--- config.mk ---
export PLATFORM = sky130hd
export DESIGN_NAME = base64_stream_encoder
export DESIGN_NICKNAME = d
export VERILOG_FILES = /design/src/rtl/b64se_pkg.sv /design/src/rtl/b64se_front.sv /design/src/rtl/b64se_queue.sv /design/src/rtl/b64se_back.sv /design/src/rtl/base64_stream_encoder.sv
export SDC_FILE = /design/constraint.sdc
export NUM_CORES = 1
export LEC_CHECK = 0
export ABC_CLOCK_PERIOD_IN_PS = 4770
export CORE_UTILIZATION = 59
export CTS_BUF_LIST = sky130_fd_sc_hd__clkbuf_8 sky130_fd_sc_hd__clkbuf_16
export DETAILED_ROUTE_END_ITERATION = 8
export DONT_BUFFER_PORTS = 1
export GPL_TIMING_DRIVEN = 0
export PLACE_DENSITY = 0.75
export SLEW_MARGIN = 20
export SYNTH_ARGS = -nofsm -noshare
export SYNTH_HDL_FRONTEND = slang
export SYNTH_SLANG_ARGS = --single-unit
--- constraint.sdc ---
create_clock -name clock -period 4.77 [get_ports clock]
set_input_delay 0.954 -clock clock [delete_from_list [all_inputs] [get_ports clock]]
set_output_delay 0.954 -clock clock [all_outputs]
set_load 0.02 [all_outputs]
--- src/rtl/b64se_pkg.sv ---
package b64se_pkg;

   // ascii codes used by the encoder
   localparam logic [6:0] CharUpperA = 7'd65;
   localparam logic [6:0] CharLowerA = 7'd97;
   localparam logic [6:0] CharZero   = 7'd48;
   localparam logic [6:0] CharPlus   = 7'd43;
   localparam logic [6:0] CharSlash  = 7'd47;
   localparam logic [6:0] CharPad    = 7'd61;

   // number of bytes already held when a group closes
   localparam logic [1:0] PhaseEmpty = 2'd0;
   localparam logic [1:0] PhaseOne   = 2'd1;
   localparam logic [1:0] PhaseTwo   = 2'd2;
   localparam logic [1:0] PhaseBad   = 2'd3;

   // character slot within one output group
   localparam logic [1:0] SlotFirst  = 2'd0;
   localparam logic [1:0] SlotSecond = 2'd1;
   localparam logic [1:0] SlotThird  = 2'd2;
   localparam logic [1:0] SlotFourth = 2'd3;

   localparam int QueueDepthDefault = 2;

   // one closed group handed from front to back
   typedef struct packed {
      logic [23:0] group;
      logic [1:0]  phase;
      logic        last;
   } entry_type;

   // six-bit value to its base64 character
   function automatic logic [6:0] sextet_char(input logic [5:0] s);
      logic [6:0] wide;
      wide = {1'b0, s};
      if (s < 6'd26) begin
         return CharUpperA + wide;
      end else if (s < 6'd52) begin
         return CharLowerA + wide - 7'd26;
      end else if (s < 6'd62) begin
         return CharZero + wide - 7'd52;
      end else if (s == 6'd62) begin
         return CharPlus;
      end else begin
         return CharSlash;
      end
   endfunction

endpackage

--- src/rtl/b64se_front.sv ---
module b64se_front (
   input  logic                  clock,
   input  logic                  reset,
   input  logic                  req_tvalid,
   output logic                  req_tready,
   input  logic [7:0]            req_tdata,   // [7:0] data_byte
   input  logic                  req_tlast,   // end_of_message
   output logic                  push,
   output b64se_pkg::entry_type  push_entry,
   input  logic                  queue_full
);
   import b64se_pkg::*;

   logic [15:0] pending_ff, pending_in;
   logic [1:0]  phase_ff, phase_in;
   logic [1:0]  phase_eff;
   logic        accept;
   logic        closes;

   // take a byte whenever the queue has room for a closed group
   assign req_tready = !queue_full;
   assign accept     = req_tvalid && req_tready;
   assign phase_eff  = (phase_ff == PhaseBad) ? PhaseEmpty : phase_ff;
   assign closes     = req_tlast || (phase_eff == PhaseTwo);
   assign push       = accept && closes;

   // build the 24-bit group word
   always_comb begin
      push_entry.phase = phase_eff;
      push_entry.last  = req_tlast;
      case (phase_eff)
         PhaseEmpty: push_entry.group = {req_tdata, 16'd0};
         PhaseOne:   push_entry.group = {pending_ff[15:8], req_tdata, 8'd0};
         default:    push_entry.group = {pending_ff, req_tdata};
      endcase
   end

   // gather state update
   always_comb begin
      pending_in = pending_ff;
      phase_in   = phase_ff;
      if (accept) begin
         if (closes) begin
            pending_in = 16'd0;
            phase_in   = PhaseEmpty;
         end else if (phase_eff == PhaseEmpty) begin
            pending_in = {req_tdata, 8'd0};
            phase_in   = PhaseOne;
         end else begin
            pending_in = {pending_ff[15:8], req_tdata};
            phase_in   = PhaseTwo;
         end
      end
   end

   always_ff @(posedge clock) begin
      if (reset) begin
         pending_ff <= 16'd0;
         phase_ff   <= PhaseEmpty;
      end else begin
         pending_ff <= pending_in;
         phase_ff   <= phase_in;
      end
   end

   // the gather phase never reaches the unused code
   assert property (@(posedge clock) disable iff (reset) phase_ff != PhaseBad)
      else $error("front phase reached unused code");
   // a group of three always closes
   assert property (@(posedge clock) disable iff (reset)
      accept && (phase_ff == PhaseTwo) |-> push)
      else $error("third byte did not close group");

endmodule

--- src/rtl/b64se_queue.sv ---
module b64se_queue #(
   parameter int Depth = b64se_pkg::QueueDepthDefault
) (
   input  logic                  clock,
   input  logic                  reset,
   input  logic                  push,
   input  b64se_pkg::entry_type  push_entry,
   output logic                  full,
   input  logic                  pop,
   output logic                  not_empty,
   output b64se_pkg::entry_type  head_entry
);
   import b64se_pkg::*;

   localparam int PtrW = (Depth > 1) ? $clog2(Depth) : 1;
   localparam int CntW = $clog2(Depth + 1);
   localparam logic [PtrW-1:0] LastPtr = PtrW'(Depth - 1);
   localparam logic [CntW-1:0] FullCnt = CntW'(Depth);

   entry_type           mem [Depth];
   logic [PtrW-1:0]     wr_ptr_ff, wr_ptr_in;
   logic [PtrW-1:0]     rd_ptr_ff, rd_ptr_in;
   logic [CntW-1:0]     count_ff, count_in;

   assign full       = (count_ff == FullCnt);
   assign not_empty  = (count_ff != '0);
   assign head_entry = mem[rd_ptr_ff];

   // pointer and fill count update
   always_comb begin
      wr_ptr_in = wr_ptr_ff;
      rd_ptr_in = rd_ptr_ff;
      count_in  = count_ff;
      if (push) begin
         wr_ptr_in = (wr_ptr_ff == LastPtr) ? '0 : wr_ptr_ff + 1'b1;
      end
      if (pop) begin
         rd_ptr_in = (rd_ptr_ff == LastPtr) ? '0 : rd_ptr_ff + 1'b1;
      end
      if (push && !pop) begin
         count_in = count_ff + 1'b1;
      end else if (pop && !push) begin
         count_in = count_ff - 1'b1;
      end
   end

   always_ff @(posedge clock) begin
      if (reset) begin
         wr_ptr_ff <= '0;
         rd_ptr_ff <= '0;
         count_ff  <= '0;
      end else begin
         wr_ptr_ff <= wr_ptr_in;
         rd_ptr_ff <= rd_ptr_in;
         count_ff  <= count_in;
      end
   end

   // storage
   always_ff @(posedge clock) begin
      if (push) begin
         mem[wr_ptr_ff] <= push_entry;
      end
   end

   assert property (@(posedge clock) disable iff (reset) !(push && full))
      else $error("queue overflow");
   assert property (@(posedge clock) disable iff (reset) !(pop && !not_empty))
      else $error("queue underflow");
   assert property (@(posedge clock) disable iff (reset) count_ff <= FullCnt)
      else $error("queue count out of range");

endmodule

--- src/rtl/b64se_back.sv ---
module b64se_back (
   input  logic                  clock,
   input  logic                  reset,
   input  logic                  entry_valid,
   input  b64se_pkg::entry_type  entry,
   output logic                  pop,
   output logic                  rsp_tvalid,
   input  logic                  rsp_tready,
   output logic [7:0]            rsp_tdata,   // [6:0] code_char, [7] zero
   output logic                  rsp_tlast    // last_char
);
   import b64se_pkg::*;

   entry_type   cur_ff, cur_in;
   logic        have_ff, have_in;
   logic [1:0]  slot_ff, slot_in;
   logic        out_valid_ff, out_valid_in;
   logic [6:0]  out_char_ff, out_char_in;
   logic        out_last_ff, out_last_in;
   logic        advance;
   logic        group_done;
   logic [5:0]  sextet;
   logic        is_pad;

   assign advance    = !out_valid_ff || rsp_tready;
   assign group_done = advance && have_ff && (slot_ff == SlotFourth);
   assign pop        = entry_valid && (!have_ff || group_done);

   // pick the sextet for the current slot
   always_comb begin
      case (slot_ff)
         SlotFirst:  sextet = cur_ff.group[23:18];
         SlotSecond: sextet = cur_ff.group[17:12];
         SlotThird:  sextet = cur_ff.group[11:6];
         default:    sextet = cur_ff.group[5:0];
      endcase
      is_pad = ((slot_ff == SlotThird) && (cur_ff.phase == PhaseEmpty))
            || ((slot_ff == SlotFourth) && (cur_ff.phase != PhaseTwo));
   end

   // group holder and character slot
   always_comb begin
      cur_in  = cur_ff;
      have_in = have_ff;
      slot_in = slot_ff;
      if (advance && have_ff) begin
         slot_in = slot_ff + 1'b1;
      end
      if (group_done) begin
         have_in = 1'b0;
      end
      if (pop) begin
         cur_in  = entry;
         have_in = 1'b1;
         slot_in = SlotFirst;
      end
   end

   // output register
   always_comb begin
      out_valid_in = out_valid_ff;
      out_char_in  = out_char_ff;
      out_last_in  = out_last_ff;
      if (advance) begin
         out_valid_in = have_ff;
         out_char_in  = is_pad ? CharPad : sextet_char(sextet);
         out_last_in  = (slot_ff == SlotFourth) && cur_ff.last;
      end
   end

   always_ff @(posedge clock) begin
      if (reset) begin
         have_ff      <= 1'b0;
         slot_ff      <= SlotFirst;
         out_valid_ff <= 1'b0;
      end else begin
         have_ff      <= have_in;
         slot_ff      <= slot_in;
         out_valid_ff <= out_valid_in;
      end
   end

   always_ff @(posedge clock) begin
      cur_ff      <= cur_in;
      out_char_ff <= out_char_in;
      out_last_ff <= out_last_in;
   end

   assign rsp_tvalid = out_valid_ff;
   assign rsp_tdata  = {1'b0, out_char_ff};
   assign rsp_tlast  = out_last_ff;

   // an idle holder always waits at the first slot
   assert property (@(posedge clock) disable iff (reset) !have_ff |-> slot_ff == SlotFirst)
      else $error("idle back end left mid group");
   // a new group is only taken when the previous one is finished
   assert property (@(posedge clock) disable iff (reset)
      pop && have_ff |-> slot_ff == SlotFourth && advance)
      else $error("group replaced before all characters left");

endmodule

--- src/rtl/base64_stream_encoder.sv ---
// base64 encoder, one raw byte in per request, one ascii character out per request
// path: closing byte -> group queue -> group holder -> output register
// throughput: bytes taken 1 per cycle while the group queue has room; each group
// leaves as 4 characters at 1 per cycle while the receiver holds rsp_tready high
// reset: synchronous, clears the gather state, the group queue and the output stage
module base64_stream_encoder #(
   parameter int QueueDepth = b64se_pkg::QueueDepthDefault
) (
   input  logic       clock,
   input  logic       reset,
   input  logic       req_tvalid,
   output logic       req_tready,
   input  logic [7:0] req_tdata,    // [7:0] data_byte
   input  logic       req_tlast,    // end_of_message
   output logic       rsp_tvalid,
   input  logic       rsp_tready,
   output logic [7:0] rsp_tdata,    // [6:0] code_char, [7] zero
   output logic       rsp_tlast     // last_char
);
   import b64se_pkg::*;

   logic      push;
   entry_type push_entry;
   logic      queue_full;
   logic      pop;
   logic      not_empty;
   entry_type head_entry;

   // front: gather bytes into groups
   b64se_front u_front (
      .clock      (clock),
      .reset      (reset),
      .req_tvalid (req_tvalid),
      .req_tready (req_tready),
      .req_tdata  (req_tdata),
      .req_tlast  (req_tlast),
      .push       (push),
      .push_entry (push_entry),
      .queue_full (queue_full)
   );

   // queue of closed groups
   b64se_queue #(
      .Depth (QueueDepth)
   ) u_queue (
      .clock      (clock),
      .reset      (reset),
      .push       (push),
      .push_entry (push_entry),
      .full       (queue_full),
      .pop        (pop),
      .not_empty  (not_empty),
      .head_entry (head_entry)
   );

   // back: emit four characters per group
   b64se_back u_back (
      .clock       (clock),
      .reset       (reset),
      .entry_valid (not_empty),
      .entry       (head_entry),
      .pop         (pop),
      .rsp_tvalid  (rsp_tvalid),
      .rsp_tready  (rsp_tready),
      .rsp_tdata   (rsp_tdata),
      .rsp_tlast   (rsp_tlast)
   );

endmodule

==> results of run 1 <==
## cell type report
cell class | instances | area, um^2
flip-flops and latches | 115 | 3190
well taps | 105 | 131
multi-input cells | 234 | 1630
fillers | 538 | 2440
plain buffers | 19 | 85.1
repair buffers | 2 | 47.5
inverters | 14 | 55.1
clock buffers | 17 | 414
clock inverters | 15 | 178
## power breakdown
part           switching [uW]  internal, uW
Combinational             640           458
Sequential                129          1400
Clock                     462           799
Total                    1230          2660
## cells in the final DEF, fill, tap and decap left out, types with 13 or more instances in the layout
| master | netlist | final |
|---|---|---|
| sky130_fd_sc_hd__edfxtp_1 | 89 | 89 |
| sky130_fd_sc_hd__clkbuf_16 | 0 | 16 |
| sky130_fd_sc_hd__and2_1 | 14 | 13 |
| sky130_fd_sc_hd__dfxtp_1 | 26 | 26 |
| sky130_fd_sc_hd__nor2_1 | 15 | 14 |
| sky130_fd_sc_hd__nand2_1 | 36 | 36 |
| sky130_fd_sc_hd__a21oi_1 | 26 | 25 |
| sky130_fd_sc_hd__clkbuf_1 | 14 | 14 |
| sky130_fd_sc_hd__o21ai_0 | 13 | 13 |
| sky130_fd_sc_hd__mux2_2 | 27 | 27 |
## metrics by stage
step / instance area, um^2 / setup TNS [ns] / hold WS, ns / power, uW
floorplan: 4940 / 0 / 0.432 / 2350
global placement: 5070 / -0.0177 / 0.440 / 2550
detailed placement: 5140 / 0 / 0.451 / 2630
CTS: 5730 / 0 / 0.461 / 3890
global route: 5730 / 0 / 0.484 / 4070
finish: 5730 / 0 / 0.462 / 3890
## cell families (layout without fill, tap and decap cells)
family                     after synthesis  in the layout
AOI/OAI and AO/OA                       83             83
xor gates and xnor gates                 7              7
adders and majority gates               12             12
buffers and inverters                   33             67
DFF                                    115            115
other                                    1              1
and+or+nand+nor                        102            102
muxes                                   29             29
## critical path, cell delays in order, from the launching register on
cell                       delay [ns]
sky130_fd_sc_hd__dfxtp_1         0.32
sky130_fd_sc_hd__inv_1           0.12
sky130_fd_sc_hd__ha_1            0.36
sky130_fd_sc_hd__a222oi_1        0.15
sky130_fd_sc_hd__mux2_4          0.31
sky130_fd_sc_hd__inv_2           0.06
sky130_fd_sc_hd__buf_2           0.20
sky130_fd_sc_hd__ha_1            0.18
sky130_fd_sc_hd__clkbuf_1        0.30
sky130_fd_sc_hd__a31oi_1         0.12
sky130_fd_sc_hd__o21a_4          0.26
sky130_fd_sc_hd__a22o_1          0.23
sky130_fd_sc_hd__o21a_1          0.18
## routing by layer
layer | part of all wire, % | wire length [um] | vias up
li1 | - | - | 1458
met1 | 41 | 4080 | 1486
met2 | 51 | 5020 | 114
met3 | 5.4 | 531 | 16
met4 | 2.3 | 224 | 0
met5 | 0 | 0 | -
## path summary, 6_finish.rpt
check	start	to	slack, ns	cells past startpoint
max	u_back.slot_ff[0]	u_back.out_char_ff[1]	1.73	12
min	u_front.pending_ff[11]	u_front.pending_ff[11]	0.46	2
max reg2reg	u_back.slot_ff[0]	u_back.out_char_ff[1]	1.73	12
min reg2reg	u_front.pending_ff[11]	u_front.pending_ff[11]	0.46	2
## state kept, by name, indices dropped and copies added, names as in the netlist
signal / flops
u_queue.count_ff: 2
u_back.rsp_tvalid: 1
u_back.slot_ff: 2
u_queue.mem: 54
u_front.phase_ff: 2
u_back.out_char_ff: 7
u_front.pending_ff: 16
u_back.cur_ff: 27
u_queue.wr_ptr_ff: 1
u_back.have_ff: 1
u_queue.rd_ptr_ff: 1
u_back.rsp_tlast: 1
==> metrics.txt, run 1 <==
number of cells produced by synthesis=about 380; detailed-route wire length per cell=roughly 19 um; via count=~3100; data arrival time of the critical path=about 3.3 ns; class of the most critical hold timing path=flop to flop; max-slew headroom at the worst pin=between 50% and 60%; nature of the critical path endpoint=flop; netlist area before placement=slightly below 5000 um^2; synth unique cells=between 50 and 60; max-slew violation count=0; routed wire length=a little under 10000 um; GRT Resource Usage Total=24.6%; clock transition time at the flip-flop clock pins of the worst setup and hold paths=0.06 ns; Setup Viol. Count Final=0; share of cells above drive strength 1=between 10% and 20%; number of gates resized after cts=0; CTS tree=built; synthesized net count=407; H-tree Lvls=4; number of flops mapped to enable cells by yosys=89; post-synthesis async set-or-reset flop share=0%; post-placement cell count=489; most frequent cells after synthesis=89 x sky130_fd_sc_hd__edfxtp_1, 36 x sky130_fd_sc_hd__nand2_1, 27 x sky130_fd_sc_hd__mux2_2; clock skew=0.00747 ns; clock buffer depth=2; number of buffers created by CTS=17; count of clock tree sinks=approximately 120; xor and xnor area share after synthesis=approximately 1.2%; start-to-end type of the worst setup path=flop to flop; synth top area cells=sky130_fd_sc_hd__edfxtp_1 54%, sky130_fd_sc_hd__dfxtp_1 11%, sky130_fd_sc_hd__mux2_2 6.2%, sky130_fd_sc_hd__ha_1 3.0%, sky130_fd_sc_hd__nand2_1 2.7%; First-pass DRT Iterations=5; final worst-path setup slack=approximately 1.7 ns; multiplexer share of the synthesized area=roughly 6.7%; Post-Syn Area per Cell=12.9 um^2; run status=complete, no violations; count of input and output buffers=0; final cell utilization of the core=70.1%; CTS root buf=sky130_fd_sc_hd__clkbuf_8; number of nets in the layout=roughly 430; RSZ-0062 raised after global routing=no; number of global-route vias before repair=slightly above 3000; most instantiated library cell after synthesis=sky130_fd_sc_hd__edfxtp_1; starting density of the core=between 60% and 70%; overall die width=93.5 um; Tightest Pin Transition=0.652 ns; maximum number of pins on one net before global-route repair=28; Synth Area in Adders=slightly above 3%; dominant combinational cell family by area after synthesis=compound AO/OA/AOI/OAI gates; biggest area consumer among synthesized cells=sky130_fd_sc_hd__edfxtp_1; diodes inserted=0; average vias per placed instance=~6; postcts setup bufs=0; share of the cycle needed by the critical path after routing=between 60% and 70%; GRT met1 Usage=30.0%; max capacitance violation total=0; Final Hold Violating Endpoints=0; post-layout min period=approximately 3.0 ns; crit path launch type=flop; most crowded layer after global routing=met2; WP data required=between 5 and 6 ns; wire length of the first global-routing pass=approximately 15000 um; hold_buf cts=0; initial antenna violation count=0; standby leakage power=~0.0020 uW; fraction of met2 tracks used by global routing=41.7%; total power per unit cell area=678 nW/um^2; DR DRC count=0; maximum ir drop on the vdd rail=between 400 and 500 uV; synthesized-area fraction occupied by ao, oa, aoi and oai cells=a little under an eighth; sequential fraction of the synthesis area=roughly 65%; Main synth FF type=sky130_fd_sc_hd__edfxtp_1; area share of the largest cell type after synthesis=a little over half; Std-Cell Rows=33; non-filler instance count after layout=521; die extent in y=~94 um; area enclosed by the die boundary=between 8000 and 9000 um^2; total global routing overflow=0; post-placement setup slack=around 1.8 ns; Simple-Gate Fraction of Synth Area=approximately a tenth; Peak Freq=between 0.3 and 0.4 GHz; drt first-iter violations=around 190; clock latency of the later-clocked register in the worst-skew pair=roughly 0.5 ns; area inside the core boundary=a little over 8000 um^2; area overhead of the layout relative to synthesis=16.0%; Max Fanout on Critical Path=10; routability cong.=roughly 0.87; boundary pin count=24; global routing usage on met3=roughly 5.1%; hpwl dp=6360 um; synthesis warning total=0; ANT nets after route=0; register bit count reported by yosys=115
No activity file was read; power rests on OpenSTA's default activity.
==> inputs of run 2 (changes only) <==
--- a/config.mk
+++ b/config.mk
@@ -5,8 +5,8 @@
 export SDC_FILE = /design/constraint.sdc
 export NUM_CORES = 1
 export LEC_CHECK = 0
-export ABC_CLOCK_PERIOD_IN_PS = 4770
-export CORE_UTILIZATION = 59
+export ABC_CLOCK_PERIOD_IN_PS = 2500
+export CORE_UTILIZATION = 57
 export CTS_BUF_LIST = sky130_fd_sc_hd__clkbuf_8 sky130_fd_sc_hd__clkbuf_16
 export DETAILED_ROUTE_END_ITERATION = 8
 export DONT_BUFFER_PORTS = 1
==> constraint.sdc (replaced) <==
create_clock -name clock -period 2.5 [get_ports clock]
set_input_delay 0.5 -clock clock [delete_from_list [all_inputs] [get_ports clock]]
set_output_delay 0.5 -clock clock [all_outputs]
set_load 0.02 [all_outputs]
==> run 2 against run 1 <==
Net effect: the flow now finishes with violations (setup timing); sequential power increased by 92%; worst setup slack lost 1.8 ns; first-iteration DRC count increased by 17%; hold slack worse by 0.36 ns; clock power up 84%; wire length up 1.8%; register-to-register slack worse by 1.8 ns; sequential cell count is the same; cell count increased by 1.5%; core utilization increased by 0.60 points; die area is 3.4% higher; critical path depth is 3 lower; largest cell class unchanged.
==> metrics.txt, run 2 (synthesis gave the netlist of run 1 again) <==
run status=complete, but fails checks; failing checks=setup timing; number of nets in the layout=about 440; CTS root buf=sky130_fd_sc_hd__clkbuf_8; Crit path buffers/inverters=2; crit path launch type=flop; hpwl dp=6140 um; drt first-iter violations=about 220; H-tree Lvls=4; ANT nets after route=0; via count=about 3100; share of cells above drive strength 1=~23%; most common library cell in the layout ignoring fill and taps=sky130_fd_sc_hd__edfxtp_1; detailed-route wire length per cell=roughly 19 um; clock latency of the later-clocked register in the worst-skew pair=around 0.50 ns; post-layout min period=2.53 ns; nature of the critical path endpoint=flop; largest register by flop count=u_queue.mem; count of clock tree sinks=115; total global routing overflow=0; area inside the core boundary=approximately 8300 um^2; routed wire length=between 10000 and 15000 um; number of global-route vias before repair=about 3000; RSZ-0062 raised after global routing=yes; area overhead of the layout relative to synthesis=18.8%; number of buffers created by CTS=17; die extent in y=roughly 95 um; GRT Resource Usage Total=a little under a quarter; crit-path max cell delay=approximately 0.57 ns; ordered cell list for the critical path=inv_2 > ha_4 > a222oi_1 > a21oi_2 > buf_4 > a31oi_4 > o21a_4 > nor3_1 > o21a_1; overall die width=95.1 um; max capacitance violation total=0; starting density of the core=between 50% and 60%; share of the cycle needed by the critical path after routing=101%; Final Hold Violating Endpoints=0; initial antenna violation count=0; class of the most critical hold timing path=input port to flop; cell type group with the largest total delay on the critical path=compound AO/OA/AOI/OAI gates; clock buffer depth=2; area enclosed by the die boundary=between 9000 and 10000 um^2; largest registers=u_queue.mem x54, u_back.cur_ff x27, u_front.pending_ff x16; layout filler cell count=approximately 550; Max Fanout on Critical Path=7; max FFs per register=54; clock transition time at the flip-flop clock pins of the worst setup and hold paths=approximately 0.060 ns; diodes inserted=0; count of input and output buffers=0; CTS tree=built; max-slew headroom at the worst pin=around 45%; max-slew violation count=0; boundary pin count=24; data arrival time of the critical path=2.78 ns; routability cong.=around 0.9; maximum number of pins on one net before global-route repair=28; clock skew=between 0.01 and 0.015 ns; final worst-path setup slack=-0.0331 ns; Tightest Pin Transition=0.830 ns; First-pass DRT Iterations=5; maximum ir drop on the vdd rail=roughly 700 uV; Peak Freq=0.395 GHz; DR DRC count=0; commonest cells after routing, fill and taps aside=89 x sky130_fd_sc_hd__edfxtp_1, 36 x sky130_fd_sc_hd__nand2_1, 27 x sky130_fd_sc_hd__mux2_2; standby leakage power=~0.0021 uW; Fin Setup TNS=-0.0583 ns; WP data required=~2.8 ns; start-to-end type of the worst setup path=flop to flop; Setup Viol. Count Final=2; Critical-path top delay cell=sky130_fd_sc_hd__a222oi_1; average vias per placed instance=about 6; Std-Cell Rows=33; total power per unit cell area=about 1300 nW/um^2; final cell utilization of the core=70.7%; wire length of the first global-routing pass=15200 um
==> run 2: changes by cell type in the layout (fill, tap and decap cells not counted), sizes merged <==
| cell | delta |
|---|---|
| a21oi | +1 |
| buf | +8 |
| bufinv | -2 |
| clkbuf | +4 |
| clkinv | -1 |
| clkinvlp | -3 |
| inv | +1 |
==> run 2: layout make-up <==
type	count	area, um^2	share of cell area, %
clock buffers	22	517	8.80
clock inverters	10	76.3	1.30
flip-flops and latches	115	3200	54.5
plain buffers	18	93.8	1.60
multi-input cells	235	1710	29.2
inverters	14	62.6	1.07
repair buffers	10	75.1	1.28
well taps	105	131	2.24
==> run 2: path summary, 6_finish.rpt <==
path,from,endpoint,slack (ns),cells past startpoint
max reg2reg,u_back.slot_ff[1],u_back.out_char_ff[1],-0.03,9
max,u_back.slot_ff[1],u_back.out_char_ff[1],-0.03,9
min reg2reg,u_front.pending_ff[13],u_front.pending_ff[13],0.45,2
min,req_tlast,u_queue.mem[0][0],0.10,0
==> run 2: layer usage <==
| layer | global-route usage [%] | share of wire [%] |
|---|---|---|
| met1 | 28.5 | 41 |
| met2 | 38.9 | 52 |
| met3 | 8.05 | 5.4 |
| met4 | 10.1 | 1.8 |
| met5 | 0 | 0 |
==> run 2: through the flow <==
stage	total power, uW	cell area, um^2	hold slack, ns	setup slack [ns]	instances
6_report	7690	5870	0.102	-0.0331	529
5_1_grt	8060	5870	0.0589	-0.0930	529
4_1_cts	7400	5740	0.0759	-0.128	522
3_5_place_dp	4950	5100	0.447	-0.537	487
3_3_place_gp	4860	5090	0.440	-0.462	487
2_1_floorplan	4490	4960	0.432	-0.0605	382
==> run 2: report_power, final <==
part	internal [uW]	leakage [uW]	switching [uW]
sequential	2680	0.00106	261
combinational	1050	0.000696	1380
clock	1530	0.000312	788
total	5270	0.00207	2430
==> run 2: timing repair <==
action	in CTS	in global routing
pin swaps	4	7
hold buffers	0	0
hold endpoints to repair	0	0
cloned	1	0
buffers inserted	3	8
resized for setup	8	20
endpoints found under the setup margin	9	5
==> inputs of run 3 (changes only) <==
--- a/config.mk
+++ b/config.mk
@@ -5,7 +5,9 @@
 export SDC_FILE = /design/constraint.sdc
 export NUM_CORES = 1
 export LEC_CHECK = 0
+export ABC_AREA = 1
 export ABC_CLOCK_PERIOD_IN_PS = 2500
+export CORE_MARGIN = 2
 export CORE_UTILIZATION = 57
 export CTS_BUF_LIST = sky130_fd_sc_hd__clkbuf_8 sky130_fd_sc_hd__clkbuf_16
 export DETAILED_ROUTE_END_ITERATION = 8
==> run 3 against run 2 <==
Net effect: the flow now finishes without violations; count of clock-buffer cells in the layout down 3; synthesized area grew 3.5%; sequential power is 3% higher; worst setup slack better by 0.13 ns; first-iteration DRC count fell by 9.7%; hold slack got worse by 0.021 ns; combinational power decreased by 2%; via count is 18% higher; non-clock buffer count fell by 8; clock power is 2% higher; critical path depth unchanged; critical path type unchanged; largest power group unchanged.
==> metrics.txt, run 3 <==
end of the critical path=u_queue.count_ff[1]; area inside the core boundary=8720 um^2; Final Hold Violating Endpoints=0; wire length of the first global-routing pass=around 17000 um; flop2flop setup slack=0.1 ns; WP data required=between 2 and 3 ns; post-layout power=just under 8000 uW; max capacitance violation total=0; max-slew headroom at the worst pin=47.5%; number of nets in the layout=572; RSZ-0062 raised after global routing=yes; maximum number of pins on one net before global-route repair=29; die extent in y=between 90 and 100 um; drt first-iter violations=196; ordered cell list for the critical path=inv_1 > ha_1 > nor2_1 > nor2_2 > ha_1 > a21oi_1 > o21ai_0 > o21ai_0 > a21oi_1; count of clock tree sinks=between 100 and 150; most instantiated library cell after synthesis=sky130_fd_sc_hd__nand2_1; nature of the critical path endpoint=flop; Final Instance Area=between 5000 and 6000 um^2; Simple-Gate Fraction of Synth Area=about a fifth; number of global-route vias before repair=between 3000 and 4000; max-slew violation count=0; placed standard-cell area=roughly 5300 um^2; total global routing overflow=0; Std-Cell Rows=34; count of input and output buffers=0; Synth Area in Adders=under 10%; global routing usage on met3=under 10%; most common library cell in the layout ignoring fill and taps=sky130_fd_sc_hd__nand2_1; CTS tree=built; Critical-path top delay cell=sky130_fd_sc_hd__nor2_1; largest register by flop count=u_queue.mem; crit path launch type=flop; Crit Reg-Reg Endpoint=u_queue.count_ff[1]; fraction of met2 tracks used by global routing=about two fifths; area enclosed by the die boundary=between 9000 and 10000 um^2; crit-path max cell delay=approximately 0.53 ns; biggest area consumer among synthesized cells=sky130_fd_sc_hd__edfxtp_1; DR DRC count=0; dominant combinational cell family by area after synthesis=simple AND/OR/NAND/NOR gates; Peak Freq=around 0.42 GHz; final cell utilization of the core=about two thirds; synthesis warning total=0; Main synth FF type=sky130_fd_sc_hd__edfxtp_1; sequential fraction of the synthesis area=a little over three fifths; Crit. Startpoint=u_front.phase_ff[0]; data arrival time of the critical path=between 2 and 3 ns; xor and xnor area share after synthesis=less than 1%; run status=complete, no violations; routability cong.=~0.9; synthesized-area fraction occupied by ao, oa, aoi and oai cells=just under 8%; initial antenna violation count=0; total power per unit cell area=approximately 1300 nW/um^2; synth top area cells=sky130_fd_sc_hd__edfxtp_1 52%, sky130_fd_sc_hd__nand2_1 13%, sky130_fd_sc_hd__dfxtp_1 10%, sky130_fd_sc_hd__nand3_1 4.3%, sky130_fd_sc_hd__ha_1 2.9%; overall die width=approximately 100 um; GRT Resource Usage Total=a little under a quarter; area overhead of the layout relative to synthesis=15.4%; via count=3647; GRT met1 Usage=about 27%; clock latency of the later-clocked register in the worst-skew pair=slightly above 0.5 ns; post-layout min period=2.40 ns; hpwl dp=7170 um; number of buffers created by CTS=17; share of the cycle needed by the critical path after routing=96.1%; register bit count reported by yosys=115; H-tree Lvls=4; multiplexer share of the synthesized area=0%; CTS root buf=sky130_fd_sc_hd__clkbuf_8; netlist area before placement=around 5100 um^2; count of cells along the worst register-to-register path=9; post-placement cell count=roughly 630; maximum ir drop on the vdd rail=around 730 uV; ANT nets after route=0; Max Fanout on Critical Path=9; synth unique cells=37; number of cells produced by synthesis=between 500 and 600; starting density of the core=58.7%; clock transition time at the flip-flop clock pins of the worst setup and hold paths=roughly 0.060 ns; routed wire length=10300 um; Tightest Pin Transition=about 0.8 ns; clock buffer depth=2; synthesized net count=approximately 550; standby leakage power=~0.0025 uW; detailed-route wire length per cell=approximately 15 um; largest registers=u_queue.mem x54, u_back.cur_ff x27, u_front.pending_ff x16; most frequent cells after synthesis=174 x sky130_fd_sc_hd__nand2_1, 89 x sky130_fd_sc_hd__edfxtp_1, 44 x sky130_fd_sc_hd__nand3_1; boundary pin count=24; number of flops mapped to enable cells by yosys=89; Setup Viol. Count Final=0; non-filler instance count after layout=668; post-synthesis async set-or-reset flop share=0%; Post-Syn Area per Cell=about 10 um^2; commonest cells after routing, fill and taps aside=171 x sky130_fd_sc_hd__nand2_1, 89 x sky130_fd_sc_hd__edfxtp_1, 44 x sky130_fd_sc_hd__nand3_1; clock skew=0.00813 ns; most crowded layer after global routing=met2; area share of the largest cell type after synthesis=around 52%; class of the most critical hold timing path=input port to flop; share of cells above drive strength 1=11.6%; First-pass DRT Iterations=5; hold_buf cts=0; Critical R2R Launch=u_front.phase_ff[0]; start-to-end type of the worst setup path=flop to flop; average vias per placed instance=between 5 and 6; max FFs per register=between 50 and 60; diodes inserted=0
-- run 3: cell count changes in the layout (fill, tap and decap cells not counted), moves of 5 or more --
cell,previous run,this run
sky130_fd_sc_hd__a222oi_1,5,0
sky130_fd_sc_hd__a22o_1,9,0
sky130_fd_sc_hd__and2_1,13,0
sky130_fd_sc_hd__buf_4,11,2
sky130_fd_sc_hd__inv_1,14,37
sky130_fd_sc_hd__mux2_2,27,0
sky130_fd_sc_hd__nand2_1,36,171
sky130_fd_sc_hd__nand2_2,0,6
sky130_fd_sc_hd__nand3_1,12,44
sky130_fd_sc_hd__nor2_1,14,25
sky130_fd_sc_hd__nor2b_1,5,0
sky130_fd_sc_hd__nor3b_1,6,0
sky130_fd_sc_hd__o21ai_0,13,29
-- run 3: worst max-delay path: cells and delay by family, from the launching register on --
family | cells | cell delay [ns]
simple gates | 2 | 0.70
fa+ha+maj | 2 | 0.58
compound gates | 4 | 0.53
flops | 1 | 0.37
buf+inv | 1 | 0.10
-- run 3: worst min-delay path by stage --
stage	slack, ns	depth (start not counted)	start	endpoint
CTS	0.06	0	req_tlast	u_queue.mem[1][0]
global route	0.05	0	req_tlast	u_queue.mem[1][0]
finish	0.08	0	req_tlast	u_queue.mem[1][0]
detailed placement	0.49	2	u_front.pending_ff[7]	u_front.pending_ff[7]
floorplan	0.47	2	u_back.slot_ff[1]	u_back.slot_ff[1]
global placement	0.48	2	u_back.slot_ff[1]	u_back.slot_ff[1]
-- run 3: area by class of cell --
type | instances | area [um^2]
plain buffers | 19 | 83.8
clock buffers | 19 | 464
clock inverters | 13 | 126
fillers | 632 | 2820
inverters | 45 | 171
multi-input cells | 348 | 1720
flip-flops and latches | 115 | 3190
well taps | 108 | 135
repair buffers | 1 | 7.51
-- run 3: power by group --
part | leakage [uW] | switching (uW) | internal [uW]
Combinational | 0.00113 | 1660 | 719
Clock | 0.000296 | 834 | 1530
Sequential | 0.00106 | 259 | 2760
-- run 3: repair_timing --
item                                    in CTS  in global routing
gates resized for setup                      3                  4
buffers inserted                             0                  1
cloned                                       1                  0
endpoints found under the setup margin      56                 57
-- run 3: stage by stage --
| step | hold slack, ns | setup TNS, ns | setup WS, ns |
|---|---|---|---|
| finish | 0.0811 | 0 | 0.0973 |
| CTS | 0.0631 | 0 | 0.0523 |
| floorplan | 0.470 | -0.00339 | -0.00339 |
| global route | 0.0500 | -0.00181 | -0.00181 |
| global placement | 0.483 | -22.85 | -0.422 |
| detailed placement | 0.489 | -5.76 | -0.436 |
-- run 3: cell families after synthesis --
family	after synthesis
AND/OR/NAND/NOR	262
flip-flops	115
AO/OA/AOI/OAI	69
buffers and inverters	64
adder cells (fa/ha/maj)	12
XOR/XNOR	3
other	1
-- run 3: layer usage --
metal | wire (um) | vias up
met5 | 0 | -
met3 | 572 | 16
met2 | 5340 | 124
met4 | 190 | 0
met1 | 4250 | 1699
li1 | - | 1808
